**config.mk**
```make
export PLATFORM = sky130hd
export DESIGN_NAME = stop_and_wait_relay_node
export DESIGN_NICKNAME = d
export VERILOG_FILES = /design/src/swr_pkg.sv /design/src/stop_and_wait_relay_node.sv /design/src/swr_ram.sv /design/src/swr_ctrl.sv /design/src/swr_datapath.sv
export SDC_FILE = /design/constraint.sdc
export NUM_CORES = 1
export LEC_CHECK = 0
export ABC_AREA = 0
export BUFFER_PORTS_ARGS = -buffer_cell sky130_fd_sc_hd__buf_2
export CORE_ASPECT_RATIO = 1.25
export CORE_MARGIN = 2
export CORE_UTILIZATION = 65
export CTS_CLUSTER_DIAMETER = 50
export DETAILED_ROUTE_END_ITERATION = 12
export GPL_TIMING_DRIVEN = 0
export PLACE_DENSITY = 0.83
export SYNTH_ARGS = -nofsm -noshare
export SYNTH_HDL_FRONTEND = slang
export SYNTH_SLANG_ARGS = --single-unit
```
**constraint.sdc**
```tcl
create_clock -name clk_i -period 15.3 [get_ports clk_i]
set_input_delay 2.295 -clock clk_i [delete_from_list [all_inputs] [get_ports clk_i]]
set_output_delay 2.295 -clock clk_i [all_outputs]
set_load 0.1 [all_outputs]
```
**src/swr_pkg.sv**
```systemverilog
// ----------------------------------------------------------------------------
// swr_pkg
// Shared types and constants of the stop-and-wait relay node.
// ----------------------------------------------------------------------------
`timescale 1ns / 1ps

package swr_pkg;

  localparam int unsigned QUEUE_DEPTH = 16;
  localparam int unsigned QIDX_W      = (QUEUE_DEPTH > 1) ? $clog2(QUEUE_DEPTH) : 1;
  localparam int unsigned QCNT_W      = $clog2(QUEUE_DEPTH + 1);
  localparam int unsigned QSUM_W      = QIDX_W + 1;
  localparam int unsigned RAM_DEPTH   = 2 * QUEUE_DEPTH;
  localparam int unsigned RAM_AW      = $clog2(RAM_DEPTH);

  localparam int unsigned HANDLE_W = 16;
  localparam int unsigned HOP_W    = 8;
  localparam int unsigned ENTRY_W  = HANDLE_W + HOP_W;
  localparam int unsigned RND_W    = 16;
  localparam int unsigned THR_W    = 17;
  localparam int unsigned CFG_W    = THR_W;

  localparam logic [THR_W-1:0] THR_RESET = THR_W'(32768);

  // configuration register indexes
  localparam logic CFG_ROUTE_THRESHOLD = 1'b0;
  localparam logic CFG_FINAL_NODE      = 1'b1;

  typedef enum logic [1:0] {
    REQ_DATA = 2'd0,
    REQ_ACK  = 2'd1,
    REQ_NAK  = 2'd2
  } req_e;

  typedef enum logic [1:0] {
    KIND_DATA = 2'd0,
    KIND_ACK  = 2'd1,
    KIND_NAK  = 2'd2,
    KIND_DROP = 2'd3
  } kind_e;

  typedef enum logic [1:0] {
    SEL_ANSWER,
    SEL_FWD,
    SEL_HEAD
  } res_sel_e;

  typedef enum logic [2:0] {
    ST_IDLE,
    ST_DECODE,
    ST_ANSWER,
    ST_FWD,
    ST_HEAD
  } state_e;

  typedef struct packed {
    logic     capture;
    logic     commit;
    logic     load_out;
    res_sel_e sel;
    logic     last;
  } ctrl_cmd_t;

  typedef struct packed {
    logic ans_needed;
    logic fwd_result;
    logic head_tx;
    logic out_free;
  } dp_status_t;

endpackage

```
**src/stop_and_wait_relay_node.sv**
```systemverilog
// ----------------------------------------------------------------------------
// stop_and_wait_relay_node
// Two-port stop-and-wait relay: answers, queues and forwards packet handles.
// Results: the first loads into the output register in the answer, forward or
// head state after decode; so does a queue-head resend (RAM read in decode).
// Flow: a new item is taken only in idle, after the decode step of the
// controller and one output slot per result; output stalls hold the controller.
// Reset: asynchronous, active low; clears queue pointers and counts, config
// returns to its reset values.
// ----------------------------------------------------------------------------
`timescale 1ns / 1ps

module stop_and_wait_relay_node
  import swr_pkg::*;
(
  input  logic                clk_i,
  input  logic                rst_ni,
  input  logic                cfg_we_i,
  input  logic                cfg_idx_i,
  input  logic [CFG_W-1:0]    cfg_data_i,
  input  logic                in_valid_i,
  output logic                in_ready_o,
  input  logic [1:0]          req_type_i,
  input  logic                from_source_i,
  input  logic                arrival_port_i,
  input  logic [HANDLE_W-1:0] packet_handle_i,
  input  logic [HOP_W-1:0]    hop_count_i,
  input  logic                bit_error_i,
  input  logic [RND_W-1:0]    random_value_i,
  input  logic [1:0]          channel_busy_i,
  output logic                out_valid_o,
  input  logic                out_ready_i,
  output logic [1:0]          out_kind_o,
  output logic                out_port_o,
  output logic [HANDLE_W-1:0] out_handle_o,
  output logic [HOP_W-1:0]    out_hop_count_o,
  output logic                last_o
);

  ctrl_cmd_t  cmd;
  dp_status_t status;

  swr_ctrl u_ctrl (
    .clk_i      (clk_i),
    .rst_ni     (rst_ni),
    .in_valid_i (in_valid_i),
    .in_ready_o (in_ready_o),
    .status_i   (status),
    .cmd_o      (cmd)
  );

  swr_datapath u_datapath (
    .clk_i           (clk_i),
    .rst_ni          (rst_ni),
    .cfg_we_i        (cfg_we_i),
    .cfg_idx_i       (cfg_idx_i),
    .cfg_data_i      (cfg_data_i),
    .req_type_i      (req_type_i),
    .from_source_i   (from_source_i),
    .arrival_port_i  (arrival_port_i),
    .packet_handle_i (packet_handle_i),
    .hop_count_i     (hop_count_i),
    .bit_error_i     (bit_error_i),
    .random_value_i  (random_value_i),
    .channel_busy_i  (channel_busy_i),
    .cmd_i           (cmd),
    .status_o        (status),
    .out_valid_o     (out_valid_o),
    .out_ready_i     (out_ready_i),
    .out_kind_o      (out_kind_o),
    .out_port_o      (out_port_o),
    .out_handle_o    (out_handle_o),
    .out_hop_count_o (out_hop_count_o),
    .last_o          (last_o)
  );

`ifndef SYNTHESIS
  // every transfer in is followed by the decode step
  a_decode_after_transfer: assert property (@(posedge clk_i) disable iff (!rst_ni)
    (in_valid_i && in_ready_o) |=> (cmd.commit && !in_ready_o))
    else $error("decode step did not follow an input transfer");

  // a result never overwrites one that has not been transferred
  a_no_overwrite: assert property (@(posedge clk_i) disable iff (!rst_ni)
    cmd.load_out |-> status.out_free)
    else $error("output register loaded while still holding a result");

  // no new item while the decode step is running
  a_commit_blocks_input: assert property (@(posedge clk_i) disable iff (!rst_ni)
    cmd.commit |-> (!in_ready_o && !cmd.load_out))
    else $error("input taken or result loaded during decode");
`endif

endmodule

```
**src/swr_ram.sv**
```systemverilog
// ----------------------------------------------------------------------------
// swr_ram
// Generic single write, single read RAM with registered read data.
// ----------------------------------------------------------------------------
`timescale 1ns / 1ps

module swr_ram #(
  parameter int unsigned WIDTH = 8,
  parameter int unsigned DEPTH = 32,
  localparam int unsigned AW   = (DEPTH > 1) ? $clog2(DEPTH) : 1
) (
  input  logic             clk_i,
  input  logic             we_i,
  input  logic [AW-1:0]    waddr_i,
  input  logic [WIDTH-1:0] wdata_i,
  input  logic             re_i,
  input  logic [AW-1:0]    raddr_i,
  output logic [WIDTH-1:0] rdata_o
);

  logic [WIDTH-1:0] mem_q [DEPTH];
  logic [WIDTH-1:0] rdata_q;

  always_ff @(posedge clk_i) begin
    if (we_i) begin
      mem_q[waddr_i] <= wdata_i;
    end
    if (re_i) begin
      rdata_q <= mem_q[raddr_i];
    end
  end

  assign rdata_o = rdata_q;

endmodule

```
**src/swr_ctrl.sv**
```systemverilog
// ----------------------------------------------------------------------------
// swr_ctrl
// Controller: accepts one item, decodes it, then issues up to two results.
// ----------------------------------------------------------------------------
`timescale 1ns / 1ps

module swr_ctrl
  import swr_pkg::*;
(
  input  logic       clk_i,
  input  logic       rst_ni,
  input  logic       in_valid_i,
  output logic       in_ready_o,
  input  dp_status_t status_i,
  output ctrl_cmd_t  cmd_o
);

  state_e state_q, state_d;
  logic   plan_fwd_q, plan_fwd_d;

  always_ff @(posedge clk_i or negedge rst_ni) begin
    if (!rst_ni) begin
      state_q    <= ST_IDLE;
      plan_fwd_q <= 1'b0;
    end else begin
      state_q    <= state_d;
      plan_fwd_q <= plan_fwd_d;
    end
  end

  always_comb begin
    state_d    = state_q;
    plan_fwd_d = plan_fwd_q;
    in_ready_o = 1'b0;
    cmd_o      = '{capture: 1'b0, commit: 1'b0, load_out: 1'b0,
                   sel: SEL_ANSWER, last: 1'b0};
    unique case (state_q)
      ST_IDLE: begin
        in_ready_o = 1'b1;
        if (in_valid_i) begin
          cmd_o.capture = 1'b1;
          state_d       = ST_DECODE;
        end
      end
      ST_DECODE: begin
        // queue update and head read happen here, so the plan is kept
        cmd_o.commit = 1'b1;
        plan_fwd_d   = status_i.fwd_result;
        if (status_i.ans_needed) begin
          state_d = ST_ANSWER;
        end else if (status_i.fwd_result) begin
          state_d = ST_FWD;
        end else if (status_i.head_tx) begin
          state_d = ST_HEAD;
        end else begin
          state_d = ST_IDLE;
        end
      end
      ST_ANSWER: begin
        if (status_i.out_free) begin
          cmd_o.load_out = 1'b1;
          cmd_o.sel      = SEL_ANSWER;
          cmd_o.last     = !plan_fwd_q;
          state_d        = plan_fwd_q ? ST_FWD : ST_IDLE;
        end
      end
      ST_FWD: begin
        if (status_i.out_free) begin
          cmd_o.load_out = 1'b1;
          cmd_o.sel      = SEL_FWD;
          cmd_o.last     = 1'b1;
          state_d        = ST_IDLE;
        end
      end
      ST_HEAD: begin
        if (status_i.out_free) begin
          cmd_o.load_out = 1'b1;
          cmd_o.sel      = SEL_HEAD;
          cmd_o.last     = 1'b1;
          state_d        = ST_IDLE;
        end
      end
      default: begin
        state_d = ST_IDLE;
      end
    endcase
  end

endmodule

```
**src/swr_datapath.sv**
```systemverilog
// ----------------------------------------------------------------------------
// swr_datapath
// Item and config registers, per-port queues in RAM, output register.
// ----------------------------------------------------------------------------
`timescale 1ns / 1ps

module swr_datapath
  import swr_pkg::*;
(
  input  logic                clk_i,
  input  logic                rst_ni,
  input  logic                cfg_we_i,
  input  logic                cfg_idx_i,
  input  logic [CFG_W-1:0]    cfg_data_i,
  input  logic [1:0]          req_type_i,
  input  logic                from_source_i,
  input  logic                arrival_port_i,
  input  logic [HANDLE_W-1:0] packet_handle_i,
  input  logic [HOP_W-1:0]    hop_count_i,
  input  logic                bit_error_i,
  input  logic [RND_W-1:0]    random_value_i,
  input  logic [1:0]          channel_busy_i,
  input  ctrl_cmd_t           cmd_i,
  output dp_status_t          status_o,
  output logic                out_valid_o,
  input  logic                out_ready_i,
  output logic [1:0]          out_kind_o,
  output logic                out_port_o,
  output logic [HANDLE_W-1:0] out_handle_o,
  output logic [HOP_W-1:0]    out_hop_count_o,
  output logic                last_o
);

  // configuration
  logic [THR_W-1:0] thr_q;
  logic             final_q;

  always_ff @(posedge clk_i or negedge rst_ni) begin
    if (!rst_ni) begin
      thr_q   <= THR_RESET;
      final_q <= 1'b0;
    end else if (cfg_we_i) begin
      unique case (cfg_idx_i)
        CFG_ROUTE_THRESHOLD: thr_q   <= cfg_data_i;
        CFG_FINAL_NODE:      final_q <= cfg_data_i[0];
        default: ;
      endcase
    end
  end

  // captured item
  logic [1:0]          req_q;
  logic                src_q;
  logic                aport_q;
  logic [HANDLE_W-1:0] handle_q;
  logic [HOP_W-1:0]    hop_q;
  logic                err_q;
  logic [RND_W-1:0]    rnd_q;
  logic [1:0]          busy_q;

  always_ff @(posedge clk_i) begin
    if (cmd_i.capture) begin
      req_q    <= req_type_i;
      src_q    <= from_source_i;
      aport_q  <= arrival_port_i;
      handle_q <= packet_handle_i;
      hop_q    <= hop_count_i;
      err_q    <= bit_error_i;
      rnd_q    <= random_value_i;
      busy_q   <= channel_busy_i;
    end
  end

  // queue state
  logic [QIDX_W-1:0] head_q  [2];
  logic [QIDX_W-1:0] head_d  [2];
  logic [QCNT_W-1:0] count_q [2];
  logic [QCNT_W-1:0] count_d [2];

  logic [HOP_W-1:0]  hop_inc;
  logic              is_data, is_ack, is_nak;
  logic              ans_needed, fwd_needed, fwd_port, fwd_full, fwd_tx, fwd_write;
  logic              ack_pop, ack_tx, nak_tx, head_tx;
  logic [QCNT_W-1:0] fwd_cnt, a_cnt;
  logic [QIDX_W-1:0] fwd_head, a_head, a_head_inc, tail, rd_idx;
  logic [QSUM_W-1:0] tail_sum;
  logic [RAM_AW-1:0] waddr, raddr;
  logic [ENTRY_W-1:0] rdata;
  logic              drop_q;

  assign hop_inc = (hop_q == '1) ? hop_q : hop_q + HOP_W'(1);
  assign is_data = (req_q == REQ_DATA);
  assign is_ack  = (req_q == REQ_ACK);
  assign is_nak  = (req_q == REQ_NAK);

  assign ans_needed = is_data && (final_q || !src_q);
  assign fwd_needed = !final_q && (src_q || (is_data && !err_q));
  assign fwd_port   = ({1'b0, rnd_q} < thr_q) ? 1'b0 : 1'b1;
  assign fwd_cnt    = count_q[fwd_port];
  assign fwd_head   = head_q[fwd_port];
  assign fwd_full   = (fwd_cnt >= QCNT_W'(QUEUE_DEPTH));
  // a packet entering an empty queue is sent straight from the item registers, unless its channel is busy
  assign fwd_tx     = !fwd_full && (fwd_cnt == '0) && !busy_q[fwd_port];
  assign fwd_write  = fwd_needed && !fwd_full;

  assign a_cnt      = count_q[aport_q];
  assign a_head     = head_q[aport_q];
  assign a_head_inc = (a_head == QIDX_W'(QUEUE_DEPTH - 1)) ? '0 : a_head + QIDX_W'(1);
  assign ack_pop    = !final_q && !src_q && is_ack && (a_cnt != '0);
  assign ack_tx     = ack_pop && (a_cnt > QCNT_W'(1)) && !busy_q[aport_q];
  assign nak_tx     = !final_q && !src_q && is_nak && (a_cnt != '0) && !busy_q[aport_q];
  assign head_tx    = ack_tx || nak_tx;
  assign rd_idx     = is_ack ? a_head_inc : a_head;

  always_comb begin
    tail_sum = QSUM_W'(fwd_head) + QSUM_W'(fwd_cnt);
    if (tail_sum >= QSUM_W'(QUEUE_DEPTH)) begin
      tail_sum = tail_sum - QSUM_W'(QUEUE_DEPTH);
    end
    tail = tail_sum[QIDX_W-1:0];
  end

  assign waddr = fwd_port ? RAM_AW'(QUEUE_DEPTH) + RAM_AW'(tail) : RAM_AW'(tail);
  assign raddr = aport_q ? RAM_AW'(QUEUE_DEPTH) + RAM_AW'(rd_idx) : RAM_AW'(rd_idx);

  always_comb begin
    for (int p = 0; p < 2; p++) begin
      head_d[p]  = head_q[p];
      count_d[p] = count_q[p];
      if (cmd_i.commit) begin
        if (fwd_write && (fwd_port == 1'(p))) begin
          count_d[p] = count_q[p] + QCNT_W'(1);
        end else if (ack_pop && (aport_q == 1'(p))) begin
          head_d[p]  = a_head_inc;
          count_d[p] = count_q[p] - QCNT_W'(1);
        end
      end
    end
  end

  always_ff @(posedge clk_i or negedge rst_ni) begin
    if (!rst_ni) begin
      for (int p = 0; p < 2; p++) begin
        head_q[p]  <= '0;
        count_q[p] <= '0;
      end
    end else begin
      for (int p = 0; p < 2; p++) begin
        head_q[p]  <= head_d[p];
        count_q[p] <= count_d[p];
      end
    end
  end

  always_ff @(posedge clk_i) begin
    if (cmd_i.commit) begin
      drop_q <= fwd_full;
    end
  end

  swr_ram #(
    .WIDTH (ENTRY_W),
    .DEPTH (RAM_DEPTH)
  ) u_queue_ram (
    .clk_i   (clk_i),
    .we_i    (cmd_i.commit && fwd_write),
    .waddr_i (waddr),
    .wdata_i ({hop_inc, handle_q}),
    .re_i    (cmd_i.commit),
    .raddr_i (raddr),
    .rdata_o (rdata)
  );

  // output register
  logic                out_valid_q;
  logic [1:0]          out_kind_q;
  logic                out_port_q;
  logic [HANDLE_W-1:0] out_handle_q;
  logic [HOP_W-1:0]    out_hop_q;
  logic                last_q;
  logic                out_free;

  assign out_free = !out_valid_q || out_ready_i;

  always_ff @(posedge clk_i or negedge rst_ni) begin
    if (!rst_ni) begin
      out_valid_q <= 1'b0;
    end else if (cmd_i.load_out) begin
      out_valid_q <= 1'b1;
    end else if (out_ready_i) begin
      out_valid_q <= 1'b0;
    end
  end

  always_ff @(posedge clk_i) begin
    if (cmd_i.load_out) begin
      last_q <= cmd_i.last;
      case (cmd_i.sel)
        SEL_FWD: begin
          out_kind_q   <= drop_q ? KIND_DROP : KIND_DATA;
          out_port_q   <= fwd_port;
          out_handle_q <= handle_q;
          out_hop_q    <= hop_inc;
        end
        SEL_HEAD: begin
          out_kind_q   <= KIND_DATA;
          out_port_q   <= aport_q;
          out_handle_q <= rdata[HANDLE_W-1:0];
          out_hop_q    <= rdata[ENTRY_W-1:HANDLE_W];
        end
        default: begin
          out_kind_q   <= err_q ? KIND_NAK : KIND_ACK;
          out_port_q   <= aport_q;
          out_handle_q <= '0;
          out_hop_q    <= '0;
        end
      endcase
    end
  end

  assign status_o = '{ans_needed: ans_needed, fwd_result: fwd_needed && (fwd_full || fwd_tx),
                      head_tx: head_tx, out_free: out_free};

  assign out_valid_o     = out_valid_q;
  assign out_kind_o      = out_kind_q;
  assign out_port_o      = out_port_q;
  assign out_handle_o    = out_handle_q;
  assign out_hop_count_o = out_hop_q;
  assign last_o          = last_q;

endmodule

```
# After elaboration in Yosys (flattened, before gate mapping)
# Memories as Yosys holds them, arrays and structs flattened. A register that Yosys moved wholly into a read port is not among the register bits.
# Index checks and enable logic that the tools add are counted.
[totals]
register_bits = 117
ram_bits = 768
in_bits = 70
output_inout_bits = 30
n_memories = 1
[op_classes]
add_sub_neg = 10
n_lt_le_gt_ge = 8
eq_ne = 13
n_mux = 53
bitwise_logic = 6
n_reduce_logical = 48
[memory_table]
columns = ["name", "depth", "width", "read_ports", "rd_ports_with_merged_regs", "write_ports", "line", "text"]
rows = [
  ["u_datapath.u_queue_ram.mem_q", 32, 24, 1, 1, 1, "swr_ram.sv:21", "logic [WIDTH-1:0] mem_q [DEPTH];"],
]
[op_table]
columns = ["cell", "count"]
rows = [
  ["two-way mux 5 bit", 12],
  ["two-way mux 4 bit", 12],
  ["case mux 16 bit (2 select lines)", 1],
  ["logical AND 1 bit", 20],
  ["two-way mux 3 bit", 6],
  ["< comparator 16 x 17 -> 1 bit", 1],
  ["case mux 8 bit (2 select lines)", 1],
  ["two-way mux 1 bit", 14],
  ["case mux 3 bit (4 select lines)", 1],
  ["case mux 4 bit (3 select lines)", 1],
  ["adder 5 x 1 -> 5 bit, second input constant", 2],
  ["adder 5 x 4 -> 5 bit, first input constant", 2],
  ["greater-or-equal comparator 5 bit, second input constant", 2],
  ["subtractor 5 x 1 -> 5 bit, second input constant", 2],
  ["AND reduction 3 bit", 3],
  ["adder 8 x 1 -> 8 bit, second input constant", 1],
  ["== test 8 bit, second input constant", 1],
  ["zero test 1 bit", 8],
  ["two-way mux 8 bit", 1],
  ["AND reduction 2 bit", 4],
  ["== test 3 x 2 -> 1 bit, second input constant", 2],
  ["two-way mux 2 bit", 3],
  ["nonzero test 2 bit", 3],
  ["adder 4 x 5 -> 5 bit", 1],
  ["other kinds (21)", 34],
]

# Logic depth before layout (Yosys ltp)
[depth]
ltp_word = 15
ltp_mapped = 18

# Hierarchy
# A second synthesis with hierarchy kept.
[hier_totals]
hier_cells = 2195
area_unflattened_um2 = 36637.6
[by_module_without_submodules]
columns = ["module", "n_inst", "cells_per_inst", "area_each_um2", "seq_area_each_um2"]
rows = [
  ["swr_ram", 1, 1712, 30719.5, 23782.8],
  ["swr_datapath", 1, 450, 5617.9, 3209.3],
  ["swr_ctrl", 1, 33, 300.3, 100.1],
]

# Least setup slack after synthesis
# OpenSTA, ideal clock, no wires.
[synth_path]
kind = "register to register"
start = "register u_datapath.rnd_q[12]"
end = "memory u_datapath.u_queue_ram.mem_q[13][0] in the netlist's numbering (enable)"
t_arrival_ps = 4524
required_time_ps = 14895
path_slack_ps = 10371
stages_incl_launch_ff = 16
path_buffers = 2
path_cell_list = "edfxtp_1 ha_1 a21oi_1 o21ai_0 a2111oi_0 a21o_1 a21oi_1 clkbuf_1 clkbuf_1 o21ai_0 ha_1 inv_1 fa_1 xor2_1 or4_1 nor2_1"
[synth_between]
elab_chain_len = 12
word_cells_on_any_way = 21
cone_classes = "add/sub (3); order compare (3); mux (11); bitwise (1); reduce/logical (3)"
[synth_lines]
columns = ["element", "line", "text"]
rows = [
  ["start, declared", "swr_datapath.sv:58", "logic [RND_W-1:0] rnd_q;"],
  ["start signal, assigned", "swr_datapath.sv:69", "rnd_q <= random_value_i;"],
  ["< comparator 16 x 17 -> 1 bit (*)", "swr_datapath.sv:98", "assign fwd_port = ({1'b0, rnd_q} < thr_q) ? 1'b0 : 1'b1;"],
  ["parallel branches: the longest is 11 deep, another holds adder 4 x 5 -> 5 bit", "--", ""],
  ["end, declared", "swr_ram.sv:21", ""],
]
# Mark *: on every way between the ends. The select of a mux whose other input is x is not followed.

# Final worst setup path
[layout_path]
start = "register u_datapath.rnd_q[12]"
end = "memory u_datapath.u_queue_ram.mem_q[11][15] in the netlist's numbering (enable)"
# The elaborated chain is that of the path after synthesis.

==> impl_metrics.ini <==
[timing]
max_freq_mhz = 178
setup_viol = 0
tns_ns = 0
grt_setup_unrepaired = no
fin_skew_ns = 0.0274
drv_slew = 0
post-route-period-util_pct = 36.7
slew-limit-headroom_pct = 1.69
hold_violations = 0
min_period_ns = 5.61
tightestPinTransition_ns = 1.47

[setup_path]
slowest_stage = nor2_2
setup.worst_path.start = u_datapath.rnd_q[12]
worstPathRequired_ns = 15.65
worstSetupEndpoint = u_datapath.u_queue_ram.mem_q[11][15]
path_class = flop to flop
cp_num_buf_inv = 4
r2r_slack_ns = 9.69
r2r_start = u_datapath.rnd_q[12]
critPathMaxFanout = 15
slowest_delay_ns = 0.79
r2r_cells = 17
r2r-end = u_datapath.u_queue_ram.mem_q[11][15]
worst_ep_arrival_time_ns = 5.96
startpoint_type = flop
critPathTopFamily = simple AND/OR/NAND/NOR gates
crit_chain = ha_1 > nand2_1 > o21ai_0 > o2111ai_1 > a21o_1 > a21oi_1 > clkbuf_1 > clkbuf_1 > nand2_1 > o21ai_0 > ha_1 > inv_1 > fa_1 > xnor2_1 > or4_1 > nor2_2 > buf_8
cp_num_cells = 17
end_kind = flop

[final_layout]
multi_input_area_sq_um = 8490
final_layout_size_suffix_gt1_share_pct = 20.9
final_cell_area_sq_um = 41100
num-fill-cells = 2939
instances_no_fill = 3169
area_delta_synth_final_pct = 13.8
regArea_sq_um = 27100
nNetsFinal = 2470

[clocking]
cts_resized = 0
cts_sinks = 909
insertion_delay_ns = 0.65
clk_pin_slew_ns = 0.06
cts_max_level = 3
numCtsBuffers = 82
tritoncts = done
clockRootBuffer = clkbuf_16
clockBufferDepth = 3
post_cts_buffers = 0
postCtsHoldBufs = 0

[power_and_ir_drop]
internal_power_mw = 4.93
power.density_nw_per_um2 = 182
power_frac_seq_pct = 42.5
combPwrFrac_pct = 31.0
swShare_pct = 34.1
p_leak_nw = 13.8
p_clk_share_pct = 26.5
ir_drop_mv = 0.170
power.switching_mw = 2.55

[global_routing]
grt_pass1_vias = 21400
antenna_found_initial = 1
grt_util_all_layers_pct = 33.1
grt_max_degree = 44
grt_first_pass_wirelength_um = 137000
overflow = 0

[drt]
vias = 21200
first_pass_iters = 6
drtIter0Drc = 2706
vias_per_cell = 6.69
antenna_left = 0
wl_per_cell_um = 29.6
drc = 0
wl_um = 93700

[placement]
numPortBuffers = 99
place.gp.congestion = 0.978
dp_hpwl_um = 59700
dp.cells = 3011
place_area_sq_um = 38400

[synthesis]
ys_async_sr_fraction_pct = 4.51
syn_area_sq_um = 36100
avgSynthCellArea_sq_um = 16.9
yosys_warnings = 0
synthFlopType = edfxtp_1
syn_nets = 2243
ys_ff_latch = 909
ys_types = 60
synth_edf_count = 868
postSynthCellCount = 2142
yosysSeqAreaShare_pct = 75.0

[floorplan]
core_area_sq_um = 54900
row_count = 96
dieArea_sq_um = 57500
die_h_um = 268
io_pins = 100
start_util_pct = 65.8
die_x_um = 215

[run_status]
status = completed

[flow_run]
maxCapViolCount = 0

[min_path]
hold_class = flop to flop
min_from = u_datapath.thr_q[15]
## power by group through the flow
stage / combinational, mW / sequential, mW / clock (mW)
6_report: 2.32 / 3.18 / 1.98
5_1_grt: 2.46 / 3.19 / 2.07
4_1_cts: 2.22 / 3.22 / 1.99
3_5_place_dp: 2.18 / 3.26 / 0
3_3_place_gp: 2.03 / 3.27 / 0
2_1_floorplan: 1.37 / 3.35 / 0
## worst min-delay path by stage
stage,to,cells past startpoint,slack (ns)
4_1_cts,u_datapath.head_q[2],1,0.51
5_1_grt,u_datapath.head_q[6],1,0.53
2_1_floorplan,u_datapath.head_q[6],1,0.46
6_report,u_datapath.thr_q[15],2,0.51
3_5_place_dp,u_datapath.head_q[2],1,0.49
3_3_place_gp,u_datapath.head_q[2],1,0.50
## cells by family after synthesis
| family | share of synthesized area [%] |
|---|---|
| muxes | 8.32 |
| adders and majority gates | 1.14 |
| AOI/OAI and AO/OA | 5.78 |
| buffers and inverters | 2.06 |
| and+or+nand+nor | 7.17 |
| DFF | 75.0 |
| xor gates and xnor gates | 0.578 |
## placed cells by master (no fill, tap or decap), drive strengths merged, types with 24 or more instances in the layout
cell type  instances
nand2            189
nand3             60
and3              26
clkbuf           151
inv               37
dfrtp             40
o221ai            24
mux4             120
buf              205
a22o              48
a2111oi           25
and2              26
a211oi            52
ha                28
nor2             228
clkinv            39
edfxtp           868
o21ai             98
nor2b             31
## state kept, by name, indices dropped and copies added (netlist names), 2 cells and up
name                            flops
u_datapath.out_kind_o               2
u_datapath.out_hop_count_o          8
u_ctrl.state_q                      3
u_datapath.u_queue_ram.mem_q      768
u_datapath.hop_q                    8
u_datapath.count_q                 10
u_datapath.u_queue_ram.rdata_o     24
u_datapath.handle_q                16
u_datapath.head_q                   8
u_datapath.thr_q                   17
u_datapath.rnd_q                   16
u_datapath.req_q                    2
u_datapath.out_handle_o            16
u_datapath.busy_q                   2
## worst min-delay path: stages, from the launching register on
cell and delay [ns]:
dfstp_2 0.36, inv_1 0.06, o21ai_0 0.08
## stage by stage
step / setup slack [ns] / total power, mW / util (%) / hold slack (ns)
2_1_floorplan: 10.37 / 4.72 / - / 0.460
3_3_place_gp: 8.85 / 5.30 / 68.4 / 0.498
3_5_place_dp: 9.74 / 5.44 / 69.9 / 0.494
4_1_cts: 9.73 / 7.42 / 74.5 / 0.509
5_1_grt: 9.45 / 7.73 / 74.9 / 0.527
6_report: 9.69 / 7.48 / 74.9 / 0.508
## per-layer routing
metal | track usage [%] | part of all wire (%)
met4 | 21.8 | 7.0
met2 | 54.6 | 50
met3 | 5.46 | 10
met1 | 41.1 | 33
met5 | 0 | 0.014
## final cells by class
cell class	count	share of cell area (%)
Buffer	113	1.51
Antenna cell	1	0.00608
Multi-Input combinational cell	1087	20.6
Timing Repair Buffer	143	3.28
Sequential cell	909	65.9
Tap cell	735	2.24
Clock buffer	100	5.28
Inverter	33	0.301
Clock inverter	48	0.894
## synth_stat cells, types with 2 or more instances
cell type    n  area (sq um)
buf_1        2          7.51
xnor2_1     15           131
dfrtp_1     40          1000
a211oi_1    52           390
edfxtp_1   868         26100
nor2_1     228           856
buf_2       26           130
xor2_1       7          61.3
nand3b_1     2          15.0
buf_6        4          45.0
mux4_2     120          2700
a22o_1      48           420
clkbuf_1    51           191
a21oi_1     21           105
a21o_1      12          90.1
fa_1         3          60.1
nand2b_1     4          25.0
or2_2        2          12.5
and2_1      26           163
mux2i_1      4          40.0
ha_1        28           350
mux2_2      20           225
a2111oi_2    2          30.0
nand3_1     60           300
nor3_1       6          30.0
nand2_1    189           709
inv_1       33           124
o21ai_0     58           290
a2111oi_1   22           220
or4_1        2          15.0
o21ai_1     39           195
or3_1        6          37.5
and3_1      26           163
nand4_1      6          37.5
o2111a_1     2          22.5
buf_4       28           210
a31oi_1      4          25.0
nor2b_1     31           194
o221ai_1    24           210
No activity file was read; power rests on OpenSTA's default activity.
